--- config.mk ---
export PLATFORM = sky130hd
export DESIGN_NAME = pid_controller_step_flat
export DESIGN_NICKNAME = d
export VERILOG_FILES = /design/src/hw/rtl/pidc_pkg.sv /design/src/hw/rtl/pidc_if.sv /design/src/hw/rtl/pid_controller_step.sv /design/src/hw/rtl/pidc_cfg_regs.sv /design/src/hw/rtl/pidc_prod_stage.sv /design/src/hw/rtl/pidc_sum_stage.sv /design/src/flat_wrapper.sv
export SDC_FILE = /design/constraint.sdc
export NUM_CORES = 2
export LEC_CHECK = 0
export BUFFER_PORTS_ARGS = -buffer_cell sky130_fd_sc_hd__buf_4
export CORE_MARGIN = 3
export CORE_UTILIZATION = 40
export DETAILED_ROUTE_END_ITERATION = 8
export GPL_ROUTABILITY_DRIVEN = 0
export SLEW_MARGIN = 20
export SYNTH_ARGS = -nofsm -noshare
export SYNTH_HDL_FRONTEND = slang
export SYNTH_SLANG_ARGS = --single-unit
--- constraint.sdc ---
create_clock -name clk -period 18.4 [get_ports clk]
set_input_delay 3.68 -clock clk [delete_from_list [all_inputs] [get_ports clk]]
set_output_delay 3.68 -clock clk [all_outputs]
set_load 0.1 [all_outputs]
--- src/hw/rtl/pidc_pkg.sv ---
// PID controller step: shared types, register indexes and constants.
// No dependencies; used by every other RTL file of the block.
`default_nettype none

package pidc_pkg;

  localparam int unsigned MeasW   = 16;
  localparam int unsigned GainW   = 16;
  localparam int unsigned ProdW   = 33;   // 16 x 17 signed product
  localparam int unsigned AccW    = 32;
  localparam int unsigned OffsetW = 12;
  localparam int unsigned DriveW  = 17;
  localparam int unsigned CfgIdxW = 3;
  localparam int unsigned CfgDataW = 32;

  localparam logic signed [33:0] ACC_SAT_MAX = 34'sh0_7FFF_FFFF;
  localparam logic signed [33:0] ACC_SAT_MIN = 34'sh3_8000_0000;

  localparam logic [31:0]        LIMITS_RESET = 32'h7FFF_8000;
  localparam logic [OffsetW-1:0] OFFSET_RESET = 12'd150;

  typedef enum logic [CfgIdxW-1:0] {
    REG_SETPOINT     = 3'd0,
    REG_GAIN_P       = 3'd1,
    REG_GAIN_I       = 3'd2,
    REG_GAIN_D       = 3'd3,
    REG_OUT_LIMITS   = 3'd4,
    REG_INT_LIMITS   = 3'd5,
    REG_INT_CLAMP_EN = 3'd6,
    REG_DRIVE_OFFSET = 3'd7
  } cfg_idx_t;

  typedef struct packed {
    logic signed [MeasW-1:0] setpoint;
    logic signed [GainW-1:0] gain_p;
    logic signed [GainW-1:0] gain_i;
    logic signed [GainW-1:0] gain_d;
    logic signed [15:0]      out_max;
    logic signed [15:0]      out_min;
    logic signed [15:0]      int_max;
    logic signed [15:0]      int_min;
    logic                    int_clamp_en;
    logic [OffsetW-1:0]      drive_offset;
  } cfg_t;

  typedef struct packed {
    logic signed [ProdW-1:0] p;   // gain_p * error
    logic signed [ProdW-1:0] i;   // gain_i * error
    logic signed [ProdW-1:0] d;   // gain_d * (previous - measurement)
  } prod_t;

endpackage

`default_nettype wire

--- src/hw/rtl/pidc_if.sv ---
// PID controller step: valid/ready channel interfaces for samples and drive beats.
// Depends on pidc_pkg for field widths.
`default_nettype none

interface pidc_in_if;
  logic                                     valid;
  logic                                     ready;
  logic signed [pidc_pkg::MeasW-1:0]        measurement;

  modport source (output valid, output measurement, input ready);
  modport sink   (input valid, input measurement, output ready);
endinterface

interface pidc_out_if;
  logic                                     valid;
  logic                                     ready;
  logic signed [pidc_pkg::DriveW-1:0]       drive;
  logic                                     saturated;

  modport source (output valid, output drive, output saturated, input ready);
  modport sink   (input valid, input drive, input saturated, output ready);
endinterface

`default_nettype wire

--- src/hw/rtl/pid_controller_step.sv ---
// PID controller step (derivative on measurement): top level.
// Depends on pidc_pkg, pidc_if, pidc_cfg_regs, pidc_prod_stage, pidc_sum_stage.
//
//   port    dir  beat payload             handshake
//   in_ch   in   measurement (s16)        valid/ready
//   out_ch  out  drive (s17), saturated   valid/ready
//   cfg_*   in   index 3b, data 32b       write enable, no back-pressure
//
// One beat per cycle sustained while out_ch.ready is high; an input beat passes the
// product register, then the result register, before result valid rises.
// in_ch.ready drops only while the product stage holds a beat that cannot move
// into a full, stalled result register.
// Synchronous active-low reset clears valids, integral, last sample; presets cfg.
`default_nettype none

module pid_controller_step #(
  parameter int unsigned GAIN_FRACTION_BITS = 8
) (
  input  wire logic                          clk,
  input  wire logic                          rst_n,
  pidc_in_if.sink                            in_ch,
  pidc_out_if.source                         out_ch,
  input  wire logic                          cfg_we,
  input  wire logic [pidc_pkg::CfgIdxW-1:0]  cfg_index,
  input  wire logic [pidc_pkg::CfgDataW-1:0] cfg_wdata
);
  import pidc_pkg::*;

  cfg_t  cfg;
  prod_t prod;
  logic  s1_v_r;
  logic  s1_v_nxt;
  logic  out_v_r;
  logic  out_v_nxt;
  logic  out_free;
  logic  accept;
  logic  advance;

  assign out_free    = !out_v_r || out_ch.ready;
  assign advance     = s1_v_r && out_free;
  assign in_ch.ready = !s1_v_r || out_free;
  assign accept      = in_ch.valid && in_ch.ready;

  always_comb begin
    s1_v_nxt  = accept ? 1'b1 : (advance ? 1'b0 : s1_v_r);
    out_v_nxt = advance ? 1'b1 : (out_ch.ready ? 1'b0 : out_v_r);
  end

  always_ff @(posedge clk) begin
    if (!rst_n) begin
      s1_v_r  <= 1'b0;
      out_v_r <= 1'b0;
    end else begin
      s1_v_r  <= s1_v_nxt;
      out_v_r <= out_v_nxt;
    end
  end

  pidc_cfg_regs u_cfg (
    .clk       (clk),
    .rst_n     (rst_n),
    .cfg_we    (cfg_we),
    .cfg_index (cfg_index),
    .cfg_wdata (cfg_wdata),
    .cfg       (cfg)
  );

  pidc_prod_stage u_prod (
    .clk         (clk),
    .rst_n       (rst_n),
    .load        (accept),
    .measurement (in_ch.measurement),
    .cfg         (cfg),
    .prod        (prod)
  );

  pidc_sum_stage #(
    .GAIN_FRACTION_BITS (GAIN_FRACTION_BITS)
  ) u_sum (
    .clk       (clk),
    .rst_n     (rst_n),
    .advance   (advance),
    .prod      (prod),
    .cfg       (cfg),
    .drive     (out_ch.drive),
    .saturated (out_ch.saturated)
  );

  assign out_ch.valid = out_v_r;

`ifndef ASSERT_OFF
  a_reset_clears: assert property (@(posedge clk)
    !rst_n |=> !s1_v_r && !out_v_r)
    else $error("valids not cleared by reset");

  a_accept_fills: assert property (@(posedge clk) disable iff (!rst_n)
    accept |=> s1_v_r)
    else $error("accepted beat lost from product stage");

  a_advance_fills: assert property (@(posedge clk) disable iff (!rst_n)
    advance |=> out_v_r)
    else $error("result register not filled on advance");

  a_stall_holds: assert property (@(posedge clk) disable iff (!rst_n)
    s1_v_r && !out_free |=> s1_v_r && $stable(prod))
    else $error("stalled product stage changed");
`endif

endmodule

`default_nettype wire

--- src/hw/rtl/pidc_cfg_regs.sv ---
// PID controller step: configuration register file, write-only.
// Depends on pidc_pkg.
`default_nettype none

module pidc_cfg_regs (
  input  wire logic                            clk,
  input  wire logic                            rst_n,
  input  wire logic                            cfg_we,
  input  wire logic [pidc_pkg::CfgIdxW-1:0]    cfg_index,
  input  wire logic [pidc_pkg::CfgDataW-1:0]   cfg_wdata,
  output pidc_pkg::cfg_t                       cfg
);
  import pidc_pkg::*;

  localparam cfg_t CFG_RESET = '{
    setpoint:     '0,
    gain_p:       '0,
    gain_i:       '0,
    gain_d:       '0,
    out_max:      LIMITS_RESET[31:16],
    out_min:      LIMITS_RESET[15:0],
    int_max:      LIMITS_RESET[31:16],
    int_min:      LIMITS_RESET[15:0],
    int_clamp_en: 1'b0,
    drive_offset: OFFSET_RESET
  };

  cfg_t cfg_r;

  always_ff @(posedge clk) begin
    if (!rst_n) begin
      cfg_r <= CFG_RESET;
    end else if (cfg_we) begin
      unique case (cfg_idx_t'(cfg_index))
        REG_SETPOINT:     cfg_r.setpoint     <= cfg_wdata[15:0];
        REG_GAIN_P:       cfg_r.gain_p       <= cfg_wdata[15:0];
        REG_GAIN_I:       cfg_r.gain_i       <= cfg_wdata[15:0];
        REG_GAIN_D:       cfg_r.gain_d       <= cfg_wdata[15:0];
        REG_OUT_LIMITS: begin
          cfg_r.out_max <= cfg_wdata[31:16];
          cfg_r.out_min <= cfg_wdata[15:0];
        end
        REG_INT_LIMITS: begin
          cfg_r.int_max <= cfg_wdata[31:16];
          cfg_r.int_min <= cfg_wdata[15:0];
        end
        REG_INT_CLAMP_EN: cfg_r.int_clamp_en <= cfg_wdata[0];
        REG_DRIVE_OFFSET: cfg_r.drive_offset <= cfg_wdata[OffsetW-1:0];
        default:          cfg_r              <= cfg_r;
      endcase
    end
  end

  assign cfg = cfg_r;

endmodule

`default_nettype wire

--- src/hw/rtl/pidc_prod_stage.sv ---
// PID controller step: first stage, error and the three gain products.
// Holds the previous measurement. Depends on pidc_pkg.
`default_nettype none

module pidc_prod_stage (
  input  wire logic                              clk,
  input  wire logic                              rst_n,
  input  wire logic                              load,
  input  wire logic signed [pidc_pkg::MeasW-1:0] measurement,
  input  wire pidc_pkg::cfg_t                    cfg,
  output pidc_pkg::prod_t                        prod
);
  import pidc_pkg::*;

  logic signed [MeasW-1:0] prev_meas_r;
  logic signed [MeasW:0]   err;
  logic signed [MeasW:0]   diff;
  prod_t                   prod_r;
  prod_t                   prod_nxt;

  always_comb begin
    err        = (MeasW+1)'(cfg.setpoint) - (MeasW+1)'(measurement);
    diff       = (MeasW+1)'(prev_meas_r) - (MeasW+1)'(measurement);
    prod_nxt.p = ProdW'(cfg.gain_p) * ProdW'(err);
    prod_nxt.i = ProdW'(cfg.gain_i) * ProdW'(err);
    prod_nxt.d = ProdW'(cfg.gain_d) * ProdW'(diff);
  end

  always_ff @(posedge clk) begin
    if (!rst_n) begin
      prev_meas_r <= '0;
    end else if (load) begin
      prev_meas_r <= measurement;
    end
  end

  always_ff @(posedge clk) begin
    if (load) begin
      prod_r <= prod_nxt;
    end
  end

  assign prod = prod_r;

endmodule

`default_nettype wire

--- src/hw/rtl/pidc_sum_stage.sv ---
// PID controller step: second stage, integral update, sum, clamps and offset.
// Holds the integral accumulator and the result register. Depends on pidc_pkg.
`default_nettype none

module pidc_sum_stage #(
  parameter int unsigned GAIN_FRACTION_BITS = 8
) (
  input  wire logic                               clk,
  input  wire logic                               rst_n,
  input  wire logic                               advance,
  input  wire pidc_pkg::prod_t                    prod,
  input  wire pidc_pkg::cfg_t                     cfg,
  output logic signed [pidc_pkg::DriveW-1:0]      drive,
  output logic                                    saturated
);
  import pidc_pkg::*;

  localparam int unsigned SumW = ProdW + 2;

  logic signed [AccW-1:0]   acc_r;
  logic signed [AccW-1:0]   acc_nxt;
  logic signed [33:0]       acc_raw;
  logic signed [33:0]       acc_c;
  logic signed [33:0]       int_hi;
  logic signed [33:0]       int_lo;
  logic signed [SumW-1:0]   total;
  logic signed [SumW-1:0]   sum;
  logic signed [SumW-1:0]   clamp_v;
  logic signed [15:0]       clamped;
  logic signed [DriveW-1:0] c_ext;
  logic signed [DriveW-1:0] off_ext;
  logic signed [DriveW-1:0] drive_r;
  logic signed [DriveW-1:0] drive_nxt;
  logic                     saturated_r;
  logic                     saturated_nxt;

  always_comb begin
    acc_raw = 34'(acc_r) + 34'(prod.i);
    acc_c   = acc_raw;
    if (acc_c > ACC_SAT_MAX) acc_c = ACC_SAT_MAX;
    if (acc_c < ACC_SAT_MIN) acc_c = ACC_SAT_MIN;

    int_hi = 34'(cfg.int_max) <<< GAIN_FRACTION_BITS;
    int_lo = 34'(cfg.int_min) <<< GAIN_FRACTION_BITS;
    if (cfg.int_clamp_en) begin
      if (acc_c > int_hi) acc_c = int_hi;
      if (acc_c < int_lo) acc_c = int_lo;
    end
    acc_nxt = acc_c[AccW-1:0];

    total   = SumW'(prod.p) + SumW'(acc_c) + SumW'(prod.d);
    sum     = total >>> GAIN_FRACTION_BITS;

    clamp_v = sum;
    if (clamp_v > SumW'(cfg.out_max)) clamp_v = SumW'(cfg.out_max);
    if (clamp_v < SumW'(cfg.out_min)) clamp_v = SumW'(cfg.out_min);
    saturated_nxt = (clamp_v != sum);
    clamped       = clamp_v[15:0];

    c_ext   = DriveW'(clamped);
    off_ext = signed'({{(DriveW-OffsetW){1'b0}}, cfg.drive_offset});
    if (clamped > 16'sd0) begin
      drive_nxt = c_ext + off_ext;
    end else if (clamped < 16'sd0) begin
      drive_nxt = c_ext - off_ext;
    end else begin
      drive_nxt = '0;
    end
  end

  always_ff @(posedge clk) begin
    if (!rst_n) begin
      acc_r <= '0;
    end else if (advance) begin
      acc_r <= acc_nxt;
    end
  end

  always_ff @(posedge clk) begin
    if (advance) begin
      drive_r     <= drive_nxt;
      saturated_r <= saturated_nxt;
    end
  end

  assign drive     = drive_r;
  assign saturated = saturated_r;

endmodule

`default_nettype wire

--- src/flat_wrapper.sv ---
// flat-port wrapper written by rule: the top's interface ports become plain ports
module pid_controller_step_flat import pidc_pkg::*;
#(
  parameter int unsigned GAIN_FRACTION_BITS = 8
)
  (clk, rst_n, cfg_we, cfg_index, cfg_wdata, in_ch_valid, in_ch_measurement, in_ch_ready, out_ch_valid, out_ch_drive, out_ch_saturated, out_ch_ready);
  pidc_in_if in_ch_i ();
  pidc_out_if out_ch_i ();
  input  wire logic clk;
  input  wire logic rst_n;
  input  wire logic cfg_we;
  input  wire logic [pidc_pkg::CfgIdxW-1:0] cfg_index;
  input  wire logic [pidc_pkg::CfgDataW-1:0] cfg_wdata;
  input wire logic [$bits(in_ch_i.valid)-1:0] in_ch_valid;
  input wire logic [$bits(in_ch_i.measurement)-1:0] in_ch_measurement;
  output wire logic [$bits(in_ch_i.ready)-1:0] in_ch_ready;
  output wire logic [$bits(out_ch_i.valid)-1:0] out_ch_valid;
  output wire logic [$bits(out_ch_i.drive)-1:0] out_ch_drive;
  output wire logic [$bits(out_ch_i.saturated)-1:0] out_ch_saturated;
  input wire logic [$bits(out_ch_i.ready)-1:0] out_ch_ready;
  assign in_ch_i.valid = in_ch_valid;
  assign in_ch_i.measurement = in_ch_measurement;
  assign in_ch_ready = in_ch_i.ready;
  assign out_ch_valid = out_ch_i.valid;
  assign out_ch_drive = out_ch_i.drive;
  assign out_ch_saturated = out_ch_i.saturated;
  assign out_ch_i.ready = out_ch_ready;
  pid_controller_step #(.GAIN_FRACTION_BITS(GAIN_FRACTION_BITS)) u_core (.clk(clk), .rst_n(rst_n), .in_ch(in_ch_i), .out_ch(out_ch_i), .cfg_we(cfg_we), .cfg_index(cfg_index), .cfg_wdata(cfg_wdata));
endmodule
==> impl_metrics.py <==
metrics = {
    "synthesis": {
        "synthCells": 6217,
        "synth_enable_flop_cells": 117,
        "ys_ff_latch": 308,
        "ys_seq_area_share_pct": 13.5,
        "async_reset_ff_share_pct": 0,
        "syn_nets": 7621,
        "synth_mux_area_share_pct": 1.54,
        "yosysWarnings": 0,
        "synth_compound_area_share_pct": 12.3,
        "synth_top_area_share_pct": 31.9,
        "synth_cell_types": 90,
        "synth.area.top_cells": "fa_1 (32%), ha_1 (11%), inv_1 (7.6%)",
        "synthFlopType": "dfxtp_1",
        "synthAdderAreaFrac_pct": 43.0,
        "yosys.area.top_type": "fa_1",
        "synthSimpleGateAreaFrac_pct": 16.6,
        "synth_xor_area_share_pct": 3.21,
        "netlist_area_um2": 54300,
        "synth_top_family_by_area": "adder cells",
        "syn_area_per_cell_um2": 8.73,
    },
    "sta": {
        "final_max_slew_viol_count": 0,
        "holdWs_ps": 468,
        "skew_ps": 40.4,
        "setup_viol": 0,
        "hold_violations": 0,
        "max_freq_ghz": 0.0559,
        "finalCritPeriodShare_pct": 97.2,
        "max_slew_margin_pct": 27.5,
        "worstMarginPinSlew_ps": 1090,
        "fin_ws_ps": 522,
        "finalCriticalPeriod_ps": 17880,
    },
    "die": {
        "die_w_um": 374,
        "fp-row-count": 134,
        "core-area_um2": 134000,
        "dieArea_um2": 140000,
        "die_y_um": 374,
        "start_util_pct": 40.5,
        "io_pins": 76,
    },
    "clock_tree": {
        "cts_hold_buffers": 0,
        "clock_tree.root_cell": "clkbuf_16",
        "htreeDepth": 2,
        "clock_sinks": 308,
        "cts_tree": "yes",
        "cts_inserted_buffers": 38,
        "clk_latency_ps": 600,
        "cts_buffer_depth": 3,
        "clkTransAtPathRegs_ps": 60,
    },
    "global_route": {
        "grt_pass1_wl_um": 256000,
        "grt_overflow": 0,
        "grt_antenna_before_repair": 9,
        "grt_pass1_vias": 44511,
        "grt_max_degree": 88,
        "track_usage_pct": 23.3,
    },
    "finish": {
        "drive_above_1_share_pct": 8.57,
        "n_fill_cell": 13108,
        "fin_area_um2": 59400,
        "mostFrequentLayoutCells": "inv_1 (1095), nand2_1 (912), fa_1 (865)",
        "nNetsFinal": 7650,
        "fin_util_pct": 44.3,
        "areaGrowthSynthToFinish_pct": 9.32,
        "final_common_cell": "inv_1",
    },
    "placement": {
        "placed_area_um2": 57700,
        "dp_hpwl_um": 125000,
        "io_buffer_count": 75,
        "dp_slack_ps": 273,
    },
    "detailed_routing": {
        "via_per_inst": 5.36,
        "drt_wl_total_um": 162000,
        "wl_per_cell_um": 20.1,
        "vias": 43143,
        "drt_iter0_drc": 3083,
        "ant_nets": 0,
        "drc": 0,
        "dr.pass1.iters": 6,
    },
    "setup_path": {
        "slowest_delay_ps": 550,
        "critPathKind": "reg2reg",
        "crit_top_cell": "a21o_1",
        "cp-end-kind": "flop",
        "crit_fanout": 12,
        "slowest_stage": "or4b_4",
        "start_kind": "flop",
        "required_ps": 18690,
        "crit_arrival_ps": 18170,
    },
    "worst_hold_path": {
        "hold_class": "reg2reg",
    },
    "power": {
        "peakVddDrop_mv": 0.270,
        "power_density_nw_per_um2": 165,
        "leakage_nw": 25.3,
    },
    "status": {
        "status": "complete, no violations",
    },
    "run": {
        "maxCapViolCount": 0,
    },
}
==> synth_stat cells, drive strengths merged, types with 7 or more instances <==
cell	n
nor4	58
nor2	170
nand3	109
a21o	92
o21a	37
a211oi	24
o31ai	16
o22ai	9
and2	284
nand2b	71
buf	22
a311oi	42
or3	15
nor3	52
a21boi	135
a31o	7
mux2	50
dfxtp	191
a211o	10
a21oi	245
o31a	11
o21bai	29
fa	866
a311o	15
nand3b	12
and3	22
nor2b	115
nand2	913
nand4	31
xor2	42
or2	16
o211ai	93
edfxtp	117
ha	482
xnor2	157
o21ai	133
inv	1097
clkbuf	291
a31oi	19
mux2i	27
==> final cells by class <==
cell class	instances	area, um^2	share of cell area (%)
Timing Repair Buffer	301	2280	3.84
Clock inverter	27	245	0.413
Antenna cell	5	12.5	0.0211
Tap cell	1768	2210	3.73
Multi-Input combinational cell	4499	42200	71.0
Clock buffer	43	991	1.67
Sequential cell	308	7340	12.4
Inverter	1098	4120	6.95
==> cells by family after synthesis <==
kind of cell,count (synthesis)
buffers and inverters,1411
muxes,77
adders and majority gates,1348
DFF,308
xor gates and xnor gates,199
AOI/OAI and AO/OA,980
and+or+nand+nor,1894
==> metal layers <==
metal,track usage [%],part of all wire (%),up-vias
met1,31.0,43,21585
met3,3.24,6.0,303
met4,9.47,4.8,0
met2,38.2,46,1284
met5,0,0,-
li1,-,-,19971
==> report_power, final <==
part	internal (mW)	switching [mW]
Clock	0.425	0.341
Sequential	0.910	0.0485
Combinational	3.53	4.54
==> stage by stage <==
stage	total power [mW]	TNS, ps	cells
floorplan	6.13	0	6217
global placement	8.44	0	7956
detailed placement	8.56	0	7956
CTS	9.37	0	8026
global route	10.6	-990	8044
finish	9.80	0	8049
==> sequential cells by signal, indices dropped and copies added (netlist names) <==
name and flops:
u_core.u_prod.prev_meas_r 16, u_core.s1_v_r 1, u_core.u_prod.prod 99, u_core.u_sum.acc_r 32
u_core.u_cfg.cfg 141, u_core.u_sum.saturated 1, u_core.u_sum.drive 17, u_core.out_ch.valid 1
==> critical path, delay by kind of cell (launching register included) <==
family	cells	cell delay [ps]
AOI/OAI and AO/OA	39	7590
buffers and inverters	7	920
muxes	3	850
adders and majority gates	11	3400
xor gates and xnor gates	2	310
and+or+nand+nor	24	4110
DFF	1	360
==> path summary, 6_finish.rpt <==
path                     startpoint                     end  slack, ps  cells past startpoint
max reg2reg  u_core.u_prod.prod[33]  u_core.u_sum.drive[14]        520                     86
min           u_core.u_cfg.cfg[135]   u_core.u_cfg.cfg[135]        470                      2
max          u_core.u_prod.prod[33]  u_core.u_sum.drive[14]        520                     86
min reg2reg   u_core.u_cfg.cfg[135]   u_core.u_cfg.cfg[135]        470                      2
==> timing repair <==
action / CTS / global route
endpoints found under the setup margin: 0 / 17
gates resized for setup: 0 / 68
setup buffers: 0 / 17
Note: power is estimated with default switching activity, not from simulation.
